`src/sewd_pkg.sv`:
```
package sewd_pkg;

  localparam int SAMPLE_W   = 24;
  localparam int FACTOR_W   = 7;
  localparam int MIN_FACTOR = 2;
  localparam int MAX_FACTOR = 64;
  localparam int H_W        = $clog2(MAX_FACTOR);
  localparam int F_W        = $clog2(MAX_FACTOR + 1);
  localparam int WIN_DEPTH  = 2 * MAX_FACTOR;
  localparam int WIN_AW     = $clog2(WIN_DEPTH);
  localparam int BACK_W     = WIN_AW + 2;
  localparam int ACC_W      = SAMPLE_W + H_W + 2;
  localparam int QUO_W      = ACC_W - 3;
  localparam int DCNT_W     = $clog2(QUO_W);
  localparam int GRP_W      = 2;

  typedef logic [1:0] osel_t;

  localparam osel_t OSEL_HOLD = 2'd0;
  localparam osel_t OSEL_ZERO = 2'd1;
  localparam osel_t OSEL_QUOT = 2'd2;

  typedef struct packed {
    logic              wr_en;
    logic [WIN_AW-1:0] wr_addr;
    logic              hold_en;
    logic              rd_en;
    logic [WIN_AW-1:0] rd_addr;
    logic              rd_zero;
    logic              rd_center;
    logic              acc_clr;
    logic [H_W-1:0]    h;
    logic              div_start;
    logic              out_load;
    osel_t             out_sel;
    logic              out_final;
  } dp_cmd_t;

  typedef struct packed {
    logic div_done;
    logic out_free;
  } dp_stat_t;

endpackage

```
`src/sewd_if.sv`:
```
interface sewd_in_if;
  import sewd_pkg::*;
  logic                       valid;
  logic                       ready;
  logic signed [SAMPLE_W-1:0] sample;
  logic                       is_last;
  modport source (output valid, sample, is_last, input ready);
  modport sink (input valid, sample, is_last, output ready);
endinterface

interface sewd_out_if;
  import sewd_pkg::*;
  logic                       valid;
  logic                       ready;
  logic signed [SAMPLE_W-1:0] value;
  logic                       is_final;
  modport source (output valid, value, is_final, input ready);
  modport sink (input valid, value, is_final, output ready);
endinterface

```
`src/sewd_dpath.sv`:
```
module sewd_dpath (
  input  logic                                clk,
  input  logic                                rst_n,
  input  sewd_pkg::dp_cmd_t                   cmd,
  input  logic signed [sewd_pkg::SAMPLE_W-1:0] sample,
  output sewd_pkg::dp_stat_t                  stat,
  output logic                                out_valid,
  input  logic                                out_ready,
  output logic signed [sewd_pkg::SAMPLE_W-1:0] out_value,
  output logic                                out_is_final
);
  import sewd_pkg::*;

  localparam logic signed [ACC_W-1:0] SAT_HI =
    {{(ACC_W - SAMPLE_W + 1){1'b0}}, {(SAMPLE_W - 1){1'b1}}};
  localparam logic signed [ACC_W-1:0] SAT_LO = ~SAT_HI;

  logic signed [SAMPLE_W-1:0] win_mem [WIN_DEPTH];
  logic signed [SAMPLE_W-1:0] rd_data_r;
  logic signed [SAMPLE_W-1:0] hold_r;
  logic                       tap_vld_r;
  logic                       tap_zero_r;
  logic                       tap_ctr_r;

  logic signed [ACC_W-1:0] acc_r;
  logic signed [ACC_W-1:0] rd_ext;
  logic signed [ACC_W-1:0] wt_ext;
  logic signed [ACC_W-1:0] tap_term;

  logic [ACC_W-1:0]  mag;
  logic [ACC_W-1:0]  rnd;
  logic [QUO_W-1:0]  quo_r;
  logic [H_W-1:0]    rem_r;
  logic [H_W:0]      rem_sh;
  logic [H_W:0]      rem_sub;
  logic              fits;
  logic [DCNT_W-1:0] dcnt_r;
  logic              div_busy_r;
  logic              div_done_r;
  logic              neg_r;

  logic signed [ACC_W-1:0] q_ext;
  logic signed [ACC_W-1:0] q_sgn;
  logic signed [ACC_W-1:0] q_sat;

  logic                       out_valid_r;
  logic signed [SAMPLE_W-1:0] value_r;
  logic                       final_r;

  // window memory: one write, one registered read
  always_ff @(posedge clk) begin
    if (cmd.wr_en) begin
      win_mem[cmd.wr_addr] <= sample;
    end
    if (cmd.rd_en) begin
      rd_data_r <= win_mem[cmd.rd_addr];
    end
    if (cmd.hold_en) begin
      hold_r <= sample;
    end
    tap_zero_r <= cmd.rd_zero;
    tap_ctr_r  <= cmd.rd_center;
  end

  assign rd_ext   = ACC_W'(rd_data_r);
  assign wt_ext   = ACC_W'({1'b0, cmd.h, 1'b0});
  assign tap_term = tap_ctr_r ? rd_ext * wt_ext : rd_ext;

  always_ff @(posedge clk) begin
    if (!rst_n) begin
      tap_vld_r <= 1'b0;
    end else begin
      tap_vld_r <= cmd.rd_en;
    end
  end

  always_ff @(posedge clk) begin
    if (cmd.acc_clr) begin
      acc_r <= '0;
    end else if (tap_vld_r && !tap_zero_r) begin
      acc_r <= acc_r + tap_term;
    end
  end

  // round half away from zero: (|num| + 2h) / 4h == ((|num| + 2h) >> 2) / h
  assign mag     = acc_r[ACC_W-1] ? ACC_W'(-acc_r) : ACC_W'(acc_r);
  assign rnd     = mag + ACC_W'({cmd.h, 1'b0});
  assign rem_sh  = {rem_r, quo_r[QUO_W-1]};
  assign fits    = rem_sh >= {1'b0, cmd.h};
  assign rem_sub = rem_sh - {1'b0, cmd.h};

  always_ff @(posedge clk) begin
    if (cmd.div_start) begin
      quo_r <= rnd[ACC_W-2:2];
      rem_r <= '0;
      neg_r <= acc_r[ACC_W-1];
    end else if (div_busy_r) begin
      quo_r <= {quo_r[QUO_W-2:0], fits};
      rem_r <= fits ? rem_sub[H_W-1:0] : rem_sh[H_W-1:0];
    end
  end

  always_ff @(posedge clk) begin
    if (!rst_n) begin
      div_busy_r <= 1'b0;
      div_done_r <= 1'b0;
      dcnt_r     <= '0;
    end else if (cmd.div_start) begin
      div_busy_r <= 1'b1;
      div_done_r <= 1'b0;
      dcnt_r     <= DCNT_W'(QUO_W - 1);
    end else if (div_busy_r) begin
      if (dcnt_r == '0) begin
        div_busy_r <= 1'b0;
        div_done_r <= 1'b1;
      end else begin
        dcnt_r <= dcnt_r - DCNT_W'(1);
      end
    end else begin
      div_done_r <= 1'b0;
    end
  end

  assign q_ext = ACC_W'(quo_r);
  assign q_sgn = neg_r ? -q_ext : q_ext;

  always_comb begin
    priority if (q_sgn > SAT_HI) begin
      q_sat = SAT_HI;
    end else if (q_sgn < SAT_LO) begin
      q_sat = SAT_LO;
    end else begin
      q_sat = q_sgn;
    end
  end

  // output register
  always_ff @(posedge clk) begin
    if (!rst_n) begin
      out_valid_r <= 1'b0;
    end else if (cmd.out_load) begin
      out_valid_r <= 1'b1;
    end else if (out_ready) begin
      out_valid_r <= 1'b0;
    end
  end

  always_ff @(posedge clk) begin
    if (cmd.out_load) begin
      final_r <= cmd.out_final;
      unique case (cmd.out_sel)
        OSEL_HOLD: value_r <= hold_r;
        OSEL_ZERO: value_r <= '0;
        OSEL_QUOT: value_r <= q_sat[SAMPLE_W-1:0];
        default:   value_r <= '0;
      endcase
    end
  end

  assign stat.div_done = div_done_r;
  assign stat.out_free = !out_valid_r || out_ready;

  assign out_valid    = out_valid_r;
  assign out_value    = value_r;
  assign out_is_final = final_r;

endmodule

```
`src/sewd_ctrl.sv`:
```
module sewd_ctrl (
  input  logic                            clk,
  input  logic                            rst_n,
  input  logic                            in_valid,
  input  logic                            in_is_last,
  output logic                            in_ready,
  input  logic                            cfg_we,
  input  logic [sewd_pkg::FACTOR_W-1:0]   cfg_data,
  output sewd_pkg::dp_cmd_t               cmd,
  input  sewd_pkg::dp_stat_t              stat
);
  import sewd_pkg::*;

  localparam logic [2:0] ST_IDLE     = 3'd0;
  localparam logic [2:0] ST_SUM      = 3'd1;
  localparam logic [2:0] ST_FLUSH    = 3'd2;
  localparam logic [2:0] ST_DIV_GO   = 3'd3;
  localparam logic [2:0] ST_DIV_WAIT = 3'd4;
  localparam logic [2:0] ST_EMIT_MID = 3'd5;
  localparam logic [2:0] ST_EMIT_FIN = 3'd6;

  logic [2:0]          state_r, state_nxt;
  logic [FACTOR_W-1:0] factor_r;
  logic [F_W-1:0]      active_f_r, active_f_nxt;
  logic [WIN_AW-1:0]   wpos_r, wpos_nxt;
  logic [H_W-1:0]      phase_r, phase_nxt;
  logic [GRP_W-1:0]    group_r, group_nxt;
  logic                started_r, started_nxt;
  logic                fin_pend_r, fin_pend_nxt;
  logic                fin_flag_r, fin_flag_nxt;
  osel_t               fin_sel_r, fin_sel_nxt;
  logic [F_W-1:0]      cb_r, cb_nxt;
  logic [H_W-1:0]      h_r, h_nxt;
  logic [BACK_W-1:0]   back_r, back_nxt;
  logic [BACK_W-1:0]   back_end_r, back_end_nxt;

  logic                accept;
  logic [F_W-1:0]      f_clamp;
  logic [F_W-1:0]      ph_inc;
  logic                ph_wrap;
  logic [GRP_W-1:0]    grp_inc;
  logic [GRP_W-1:0]    grp_new;
  logic [WIN_AW-1:0]   wpos_inc;
  logic [H_W-1:0]      f_m1;
  logic [H_W-1:0]      f_half;
  logic [WIN_AW:0]     diff;
  logic [WIN_AW:0]     diff_wrap;
  logic                start_sum;
  logic [F_W-1:0]      cb_sel;
  logic [H_W-1:0]      h_sel;

  assign in_ready = (state_r == ST_IDLE);
  assign accept   = in_valid && in_ready;

  always_comb begin
    priority if (int'(factor_r) < MIN_FACTOR) begin
      f_clamp = F_W'(MIN_FACTOR);
    end else if (int'(factor_r) > MAX_FACTOR) begin
      f_clamp = F_W'(MAX_FACTOR);
    end else begin
      f_clamp = F_W'(factor_r);
    end
  end

  assign ph_inc    = F_W'(phase_r) + F_W'(1);
  assign ph_wrap   = ph_inc >= active_f_r;
  assign grp_inc   = (group_r == '1) ? group_r : group_r + GRP_W'(1);
  assign grp_new   = ph_wrap ? grp_inc : group_r;
  assign wpos_inc  = (wpos_r == WIN_AW'(WIN_DEPTH - 1)) ? '0 : wpos_r + WIN_AW'(1);
  assign f_m1      = H_W'(active_f_r - F_W'(1));
  assign f_half    = H_W'(active_f_r >> 1);
  assign diff      = {1'b0, wpos_r} - {1'b0, back_r[WIN_AW-1:0]};
  assign diff_wrap = diff + (WIN_AW + 1)'(WIN_DEPTH);

  always_comb begin
    state_nxt    = state_r;
    active_f_nxt = active_f_r;
    wpos_nxt     = wpos_r;
    phase_nxt    = phase_r;
    group_nxt    = group_r;
    started_nxt  = started_r;
    fin_pend_nxt = fin_pend_r;
    fin_flag_nxt = fin_flag_r;
    fin_sel_nxt  = fin_sel_r;
    cb_nxt       = cb_r;
    h_nxt        = h_r;
    back_nxt     = back_r;
    back_end_nxt = back_end_r;
    start_sum    = 1'b0;
    cb_sel       = active_f_r;
    h_sel        = f_m1;
    cmd          = '0;
    cmd.h        = h_r;
    cmd.out_sel  = OSEL_ZERO;

    unique case (state_r)
      ST_IDLE: begin
        if (accept) begin
          cmd.wr_en   = 1'b1;
          cmd.hold_en = 1'b1;
          if (!started_r) begin
            active_f_nxt = f_clamp;
            wpos_nxt     = '0;
            cmd.wr_addr  = '0;
            phase_nxt    = '0;
            group_nxt    = '0;
            started_nxt  = !in_is_last;
            fin_sel_nxt  = OSEL_HOLD;
            fin_flag_nxt = in_is_last;
            state_nxt    = ST_EMIT_FIN;
          end else begin
            wpos_nxt    = wpos_inc;
            cmd.wr_addr = wpos_inc;
            if (!in_is_last) begin
              phase_nxt = ph_wrap ? '0 : ph_inc[H_W-1:0];
              group_nxt = grp_new;
              if (ph_wrap && grp_new >= GRP_W'(2)) begin
                start_sum    = 1'b1;
                fin_pend_nxt = 1'b0;
                cb_sel       = active_f_r;
                h_sel        = (grp_new == GRP_W'(2)) ? f_m1 : f_half;
              end
            end else begin
              started_nxt  = 1'b0;
              phase_nxt    = '0;
              group_nxt    = '0;
              fin_flag_nxt = 1'b1;
              fin_sel_nxt  = ph_wrap ? OSEL_HOLD : OSEL_ZERO;
              if (grp_new >= GRP_W'(2) || (grp_new == GRP_W'(1) && !ph_wrap)) begin
                start_sum    = 1'b1;
                fin_pend_nxt = 1'b1;
                cb_sel       = ph_wrap ? active_f_r : ph_inc;
                h_sel        = f_m1;
              end else begin
                state_nxt = ST_EMIT_FIN;
              end
            end
          end
        end
      end
      ST_SUM: begin
        cmd.rd_en     = 1'b1;
        cmd.rd_addr   = diff[WIN_AW] ? diff_wrap[WIN_AW-1:0] : diff[WIN_AW-1:0];
        cmd.rd_zero   = back_r[BACK_W-1];
        cmd.rd_center = (back_r == BACK_W'(cb_r));
        back_nxt      = back_r + BACK_W'(1);
        if (back_r == back_end_r) begin
          state_nxt = ST_FLUSH;
        end
      end
      ST_FLUSH: begin
        state_nxt = ST_DIV_GO;
      end
      ST_DIV_GO: begin
        cmd.div_start = 1'b1;
        state_nxt     = ST_DIV_WAIT;
      end
      ST_DIV_WAIT: begin
        if (stat.div_done) begin
          state_nxt = ST_EMIT_MID;
        end
      end
      ST_EMIT_MID: begin
        cmd.out_sel = OSEL_QUOT;
        if (stat.out_free) begin
          cmd.out_load = 1'b1;
          state_nxt    = fin_pend_r ? ST_EMIT_FIN : ST_IDLE;
        end
      end
      ST_EMIT_FIN: begin
        cmd.out_sel   = fin_sel_r;
        cmd.out_final = fin_flag_r;
        if (stat.out_free) begin
          cmd.out_load = 1'b1;
          state_nxt    = ST_IDLE;
        end
      end
      default: begin
        state_nxt = ST_IDLE;
      end
    endcase

    if (start_sum) begin
      cmd.acc_clr  = 1'b1;
      cb_nxt       = cb_sel;
      h_nxt        = h_sel;
      back_nxt     = BACK_W'(cb_sel) - BACK_W'(h_sel);
      back_end_nxt = BACK_W'(cb_sel) + BACK_W'(h_sel);
      state_nxt    = ST_SUM;
    end
  end

  always_ff @(posedge clk) begin
    if (!rst_n) begin
      state_r    <= ST_IDLE;
      factor_r   <= FACTOR_W'(MIN_FACTOR);
      active_f_r <= F_W'(MIN_FACTOR);
      wpos_r     <= '0;
      phase_r    <= '0;
      group_r    <= '0;
      started_r  <= 1'b0;
      fin_pend_r <= 1'b0;
      fin_flag_r <= 1'b0;
      fin_sel_r  <= OSEL_ZERO;
    end else begin
      state_r    <= state_nxt;
      active_f_r <= active_f_nxt;
      wpos_r     <= wpos_nxt;
      phase_r    <= phase_nxt;
      group_r    <= group_nxt;
      started_r  <= started_nxt;
      fin_pend_r <= fin_pend_nxt;
      fin_flag_r <= fin_flag_nxt;
      fin_sel_r  <= fin_sel_nxt;
      if (cfg_we) begin
        factor_r <= cfg_data;
      end
    end
  end

  always_ff @(posedge clk) begin
    cb_r       <= cb_nxt;
    h_r        <= h_nxt;
    back_r     <= back_nxt;
    back_end_r <= back_end_nxt;
  end

endmodule

```
`src/step_enlarge_weighted_decimator_core.sv`:
```
// Channel  Direction  Beat contents              Handshake
// in_ch    in         sample[23:0], is_last      valid / ready
// out_ch   out        value[23:0], is_final      valid / ready
// cfg      in         cfg_data[6:0] = factor     cfg_we, one cycle
//
// A beat that completes no output leaves the core ready for the next beat; with F = factor,
// that is F-1 of every F in the middle of a record. A record's first beat is stored, then loaded as output 0.
// A beat that completes a middle output runs the window memory read loop over 2h+1 taps
// (h = half-width, one tap a cycle), then the 29-step divider.
// A record's last beat also loads the final result as one more output.
// Reset is synchronous; the window needs no clearing pass.
// A finished result waits in the output register; beats that complete no output
// are still taken while it waits.
module step_enlarge_weighted_decimator_core (
  input  logic                          clk,
  input  logic                          rst_n,
  sewd_in_if.sink                       in_ch,
  sewd_out_if.source                    out_ch,
  input  logic                          cfg_we,
  input  logic [sewd_pkg::FACTOR_W-1:0] cfg_data
);
  import sewd_pkg::*;

  dp_cmd_t  cmd;
  dp_stat_t stat;

  sewd_ctrl u_ctrl (
    .clk        (clk),
    .rst_n      (rst_n),
    .in_valid   (in_ch.valid),
    .in_is_last (in_ch.is_last),
    .in_ready   (in_ch.ready),
    .cfg_we     (cfg_we),
    .cfg_data   (cfg_data),
    .cmd        (cmd),
    .stat       (stat)
  );

  sewd_dpath u_dpath (
    .clk          (clk),
    .rst_n        (rst_n),
    .cmd          (cmd),
    .sample       (in_ch.sample),
    .stat         (stat),
    .out_valid    (out_ch.valid),
    .out_ready    (out_ch.ready),
    .out_value    (out_ch.value),
    .out_is_final (out_ch.is_final)
  );

endmodule

```
`src/flat_wrapper.sv`:
```
// flat-port wrapper written by rule: the top's interface ports become plain ports
module step_enlarge_weighted_decimator_core_flat import sewd_pkg::*;
  (clk, rst_n, cfg_we, cfg_data, in_ch_valid, in_ch_sample, in_ch_is_last, in_ch_ready, out_ch_valid, out_ch_value, out_ch_is_final, out_ch_ready);
  sewd_in_if in_ch_i ();
  sewd_out_if out_ch_i ();
  input  logic clk;
  input  logic rst_n;
  input  logic cfg_we;
  input  logic [sewd_pkg::FACTOR_W-1:0] cfg_data;
  input wire logic [$bits(in_ch_i.valid)-1:0] in_ch_valid;
  input wire logic [$bits(in_ch_i.sample)-1:0] in_ch_sample;
  input wire logic [$bits(in_ch_i.is_last)-1:0] in_ch_is_last;
  output wire logic [$bits(in_ch_i.ready)-1:0] in_ch_ready;
  output wire logic [$bits(out_ch_i.valid)-1:0] out_ch_valid;
  output wire logic [$bits(out_ch_i.value)-1:0] out_ch_value;
  output wire logic [$bits(out_ch_i.is_final)-1:0] out_ch_is_final;
  input wire logic [$bits(out_ch_i.ready)-1:0] out_ch_ready;
  assign in_ch_i.valid = in_ch_valid;
  assign in_ch_i.sample = in_ch_sample;
  assign in_ch_i.is_last = in_ch_is_last;
  assign in_ch_ready = in_ch_i.ready;
  assign out_ch_valid = out_ch_i.valid;
  assign out_ch_value = out_ch_i.value;
  assign out_ch_is_final = out_ch_i.is_final;
  assign out_ch_i.ready = out_ch_ready;
  step_enlarge_weighted_decimator_core u_core (.clk(clk), .rst_n(rst_n), .in_ch(in_ch_i), .out_ch(out_ch_i), .cfg_we(cfg_we), .cfg_data(cfg_data));
endmodule
```
`config.mk`:
```
export PLATFORM = sky130hd
export DESIGN_NAME = step_enlarge_weighted_decimator_core_flat
export DESIGN_NICKNAME = d
export VERILOG_FILES = /design/src/sewd_pkg.sv /design/src/sewd_if.sv /design/src/sewd_dpath.sv /design/src/sewd_ctrl.sv /design/src/step_enlarge_weighted_decimator_core.sv /design/src/flat_wrapper.sv
export SDC_FILE = /design/constraint.sdc
export NUM_CORES = 2
export LEC_CHECK = 0
export CORE_UTILIZATION = 50
export CTS_BUF_LIST = sky130_fd_sc_hd__clkbuf_4 sky130_fd_sc_hd__clkbuf_8
export DETAILED_ROUTE_END_ITERATION = 12
export DONT_BUFFER_PORTS = 1
export SYNTH_ARGS = -nofsm -noshare
export SYNTH_HDL_FRONTEND = slang
export SYNTH_HIERARCHICAL = 1
export SYNTH_SLANG_ARGS = --single-unit
```
`constraint.sdc`:
```
create_clock -name clk -period 10 [get_ports clk]
set_input_delay 2 -clock clk [delete_from_list [all_inputs] [get_ports clk]]
set_output_delay 2 -clock clk [all_outputs]
set_load 0.005 [all_outputs]
```
Word-level counts from Yosys, hierarchy flattened:

Memory sizes are Yosys's and may differ from the RTL's. A register that Yosys moved wholly into a read port is not among the register bits.
Cells that the tools add are included.

* flip-flop bits (word level): 196
* memory bits (writable): 3072
* input bits: 37
* word-level logic and storage cells: 195
* memories: 1

Memory list
* u_core.u_dpath.win_mem: words 128, width 24, read ports 1, clocked after memory_dff 1, write ports 1, RTL line sewd_dpath.sv:18 `logic signed [SAMPLE_W-1:0] win_mem [WIN_DEPTH];`

* add/subtract/negate cells: 15
* multipliers: 1
* magnitude comparators: 7
* eq/ne operators: 30
* muxes and demuxes: 79
* bitwise gates (word level): 4
* reductions and logical operators: 28

Operators with widths (number)
* $mux 7: 11
* $mux 32: 2
* $mux 6: 10
* $mux 29: 2
* $mux 24: 2
* $pmux 24 s2: 1
* $mux 9: 4
* $add 32x32->32: 1
* $gt 32x24->1 const B: 1
* $lt 32x24->1 const B: 1
* $neg 29->32: 1
* $add 31x7->31: 1
* $mul 24x7->31: 1
* $mux 31: 1
* $neg 31->31: 1
* $mux 3: 9
* $mux 1: 25
* $pmux 3 s7: 1
* $mux 5: 3
* $add 7x1->7 const B: 2
* $reduce_and 7->1: 2
* $mux 2: 6
* $ne 3x3->1 const B: 4
* $mux 10: 1
* 42 further kinds: 71

Depth between registers and ports, before layout:

* depth after elaboration: 13
* mapped depth: 33

Cells and area by module:

The synthesis kept the hierarchy.

Modules (own cells, without submodules)
* sewd_dpath: instances 1, cells each 6130, area each 131827.7 um^2
* sewd_ctrl: instances 1, cells each 471, area each 4221.5 um^2

Least setup slack after synthesis:

OpenSTA, ideal clock, no wires.

* path kind: flip-flop to flip-flop
* start point: reg u_core.u_ctrl.h_r[1]
* end point: reg u_core.u_dpath.acc_r[31]
* arrival time: 7268 ps
* data required time: 9879 ps
* slack: 2611 ps
* cell stages (with the launch flop): 33
* path buffers: 2
* period minus slack after synthesis: 7389 ps
* cells stage by stage: edfxtp_1 > clkbuf_1 > and2_1 > fa_1 > inv_1 > fa_1 > inv_1 > fa_1 > inv_1 > fa_1 > inv_1 > ha_1 > o21a_1 > o31a_1 > o31a_1 > o211ai_1 > nand2_1 > a31oi_1 > o21ai_0 > a21oi_1 > xnor2_1 > mux2_2 > ha_1 > clkbuf_1 > nand3_1 > or3_1 > o2111ai_1 > a31oi_1 > nor2_1 > o22ai_1 > or4_1 > a21oi_1 > mux2_2

* word-level cells in the longest chain between the ends: 3

RTL lines
* start: declaration: RTL line sewd_ctrl.sv:33 `logic [H_W-1:0] h_r, h_nxt;`
* start signal: assignment: RTL line sewd_ctrl.sv:223 `h_r <= h_nxt;`
* $mul 24x7->31: RTL line sewd_dpath.sv:67 `assign tap_term = tap_ctr_r ? rd_ext * wt_ext : rd_ext;`
* $mux 32: RTL line sewd_dpath.sv:67
* $add 32x32->32: RTL line sewd_dpath.sv:81 `acc_r <= acc_r + tap_term;`
* end signal: assignment: RTL line sewd_dpath.sv:81
* end: declaration: RTL line sewd_dpath.sv:25 `logic signed [ACC_W-1:0] acc_r;`

No other way between the ends.
A chain may end at the register's enable or synchronous reset.

Final worst setup path:

* start point: reg u_core.u_ctrl.h_r[2]
* end point: reg u_core.u_dpath.acc_r[31]

The elaborated chain is that of the path after synthesis.

==> flow_summary.json <==
{
  "finalCritPeriodShare": 0.818,
  "synth-edff-count": 3205,
  "pwr-share-clk": 0.332,
  "drcViolationCount": 0,
  "grt_pass1_wl_um": 503000,
  "holdPathStages": 2,
  "cts_tree": "built",
  "power.leakage_nw": 47.4,
  "ios": 64,
  "antenna_found_initial": 26,
  "synth_area_um2": 136000,
  "htree_levels": 6,
  "synth.avg_cell_area_um2": 20.6,
  "gp_congestion": 0.827,
  "ys_top_cells_by_count": "edfxtp_1 (3,205), mux4_2 (1,008), nor2_1 (259)",
  "crit_required_ns": 11.01,
  "power_mw": 34.7,
  "core_um2": 271000,
  "overflow": 0,
  "dieArea_um2": 274000,
  "ys.flop_type": "edfxtp_1",
  "core.rowCount": 191,
  "worstMarginPinSlew_ns": 1.69,
  "rr_startpoint": "u_core/u_ctrl/h_r[2]",
  "drtIter0Drc": 7801,
  "hp-start": "u_core/u_ctrl/fin_pend_r",
  "clock_path_buffers": 4,
  "dieHeight_um": 524,
  "synth_nets": 6884,
  "violations": "max-capacitance violations, max-slew violations",
  "synth_cell_type_count": 89,
  "slowest_stage": "edfxtp_1",
  "die_w_um": 524,
  "grt_pass1_vias": 69900,
  "postRouteAntennaNets": 0,
  "slew_headroom": -0.128,
  "ys_seq_area_frac": 0.720,
  "grt_max_degree": 133,
  "setup_violations": 0,
  "cts_root_buffer": "clkbuf_8",
  "num_vias": 68700,
  "peakVddDrop_mv": 0.119,
  "synth_top_area_cell": "edfxtp_1",
  "syn2layout_area_growth_pct": 11.6,
  "tns_ns": 0,
  "cp-startpoint": "u_core/u_ctrl/h_r[2]",
  "cts_buffers": 547,
  "drv_cap": 1,
  "worst_setup_path_start_kind": "flop",
  "finalHoldViolCount": 0,
  "drive_above_1_share": 0.304,
  "synthArstFlopShare": 0,
  "hp-class": "reg -> reg",
  "yosys_warnings": 6,
  "worst_path_largest_cell_delay_ns": 0.74,
  "crit_fanout": 25,
  "final_max_slew_viol_count": 5,
  "post_cts_resized": 0,
  "p_per_area_nw_per_um2": 229,
  "fin_skew_ns": 0.0734,
  "clkTransAtPathRegs_ns": 0.06,
  "period_minus_slack_ns": 8.18,
  "fmax_ghz": 0.122,
  "synthCells": 6601,
  "rsz0062_at_grt": "false",
  "post-cts-setup-buffers": 0,
  "combPwrFrac": 0.215,
  "synth_top_area_frac": 0.707,
  "clock_latency_ns": 1.18,
  "io_buffers": 0,
  "arrival_ns": 9.19,
  "power_frac_seq": 0.453,
  "yosysMostFrequentCell": "edfxtp_1",
  "first_pass_iters": 5,
  "dp_hpwl_um": 189000,
  "r2r_cells": 30,
  "nets": 7235,
  "viasPerCell": 6.27,
  "path_class": "reg -> reg",
  "clkSinkCount": 3290,
  "wl_per_cell_um": 32.2,
  "synth_area_leaders": "edfxtp_1 (71%), mux4_2 (17%), fa_1 (1.5%)",
  "cts-hold-fix-buffers": 0,
  "crit_path_end_kind": "flop",
  "start_util": 0.502,
  "p_sw_frac": 0.287,
  "p_sw_mw": 9.97,
  "wirelength_um": 353000,
  "internal-power_mw": 24.7,
  "status": "finished with violations",
  "ys_ff_latch": 3290,
  "track_usage": 0.260
}
==> per-stage QoR <==
| step | util | cell area [um^2] | std cells | setup slack, ns | hold WS, ns |
|---|---|---|---|---|---|
| 6_report | 0.561 | 152000 | 11000 | 1.82 | 0.481 |
| 5_1_grt | 0.561 | 152000 | 10900 | 1.38 | 0.526 |
| 3_5_place_dp | 0.522 | 141000 | 9973 | 1.90 | 0.471 |
| 2_1_floorplan | - | 136000 | 6601 | 2.61 | 0.406 |
| 4_1_cts | 0.561 | 152000 | 10900 | 1.88 | 0.480 |
| 3_3_place_gp | 0.522 | 141000 | 9973 | 1.83 | 0.463 |
==> cell families (layout without fill, tap and decap cells) <==
kind of cell,after synthesis,count (layout),share of synthesized area
flip-flops,3290,3290,0.720
multiplexers,1093,1093,0.174
AND/OR/NAND/NOR,834,834,0.0305
buffers and inverters,518,1280,0.0148
AO/OA/AOI/OAI,440,440,0.0210
adder cells (fa/ha/maj),246,246,0.0284
XOR/XNOR,180,180,0.0116
other,0,32,0
==> registers in the layout, summed over array words and instances (netlist names), 2 cells and up <==
register,count
u_core/u_dpath/hold_r,24
u_core/u_dpath/dcnt_r,5
u_core/u_ctrl/wpos_r,7
u_core/u_dpath/rd_data_r,24
u_core/u_dpath/acc_r,32
u_core/u_ctrl/phase_r,6
u_core/u_dpath/win_mem,3072
u_core/u_ctrl/state_r,3
u_core/u_ctrl/back_end_r,8
u_core/u_ctrl/group_r,2
u_core/u_ctrl/h_r,6
u_core/u_dpath/rem_r,6
u_core/u_ctrl/factor_r,7
u_core/u_dpath/quo_r,29
u_core/u_ctrl/active_f_r,7
u_core/u_ctrl/cb_r,7
u_core/u_dpath/out_value,24
u_core/u_ctrl/back_r,9
==> cell type report <==
class | count | area (um^2)
antenna | 32 | 80.1
sequential | 3290 | 97900
inverter | 186 | 698
clock inverter | 228 | 1550
fill | 20300 | 119000
clock buffer | 732 | 8950
tap | 3570 | 4470
multi-input combinational | 2793 | 36900
timing repair buffer | 134 | 1230
==> worst paths after layout <==
check                                                end  slack (ns)
worst min register to register  u_core/u_ctrl/fin_pend_r        0.48
worst max-delay path            u_core/u_dpath/acc_r[31]        1.82
worst max register to register  u_core/u_dpath/acc_r[31]        1.82
worst min-delay path            u_core/u_ctrl/fin_pend_r        0.48
==> worst max-delay path: cells and delay by family (launching register included) <==
family	cells	cell delay [ns]
AO/OA/AOI/OAI	11	2.20
XOR/XNOR	1	0.09
adder cells (fa/ha/maj)	6	2.68
buffers and inverters	4	0.19
flip-flops	1	0.74
multiplexers	2	0.62
AND/OR/NAND/NOR	6	1.57
==> power by group through the flow <==
stage	Clock (mW)	Combinational (mW)	Sequential, mW
6_report	11.5	7.46	15.7
5_1_grt	12.3	8.02	15.7
4_1_cts	11.8	7.48	15.7
3_5_place_dp	0	7.45	16.0
3_3_place_gp	0	7.42	16.0
2_1_floorplan	0	5.33	15.8
==> layout by cell type, fill, tap and decap left out, drive strengths merged, types with 24 or more instances in the layout <==
| cell type | Yosys | routed |
|---|---|---|
| inv | 185 | 219 |
| o31ai | 24 | 24 |
| nor3 | 30 | 30 |
| and2 | 119 | 119 |
| nor2b | 28 | 28 |
| ha | 141 | 141 |
| buf | 79 | 134 |
| a21o | 46 | 46 |
| diode | 0 | 32 |
| clkbuf | 253 | 732 |
| mux2 | 69 | 69 |
| xor2 | 63 | 63 |
| a21oi | 125 | 125 |
| nand3 | 45 | 45 |
| o21ai | 85 | 85 |
| nand2 | 200 | 200 |
| xnor2 | 117 | 117 |
| fa | 105 | 105 |
| clkinv | 1 | 186 |
| edfxtp | 3205 | 3205 |
| a22oi | 34 | 34 |
| dfxtp | 85 | 85 |
| nor2 | 260 | 260 |
| nand2b | 36 | 36 |
| mux4 | 1008 | 1008 |
==> metal layers <==
layer,vias up,part of all wire,GRT usage
met2,2919,0.48,0.413
li1,28000,-,-
met3,517,0.076,0.0394
met4,0,0.024,0.0720
met5,-,0,0
met1,37300,0.42,0.377
No activity file was read; power rests on OpenSTA's default activity.
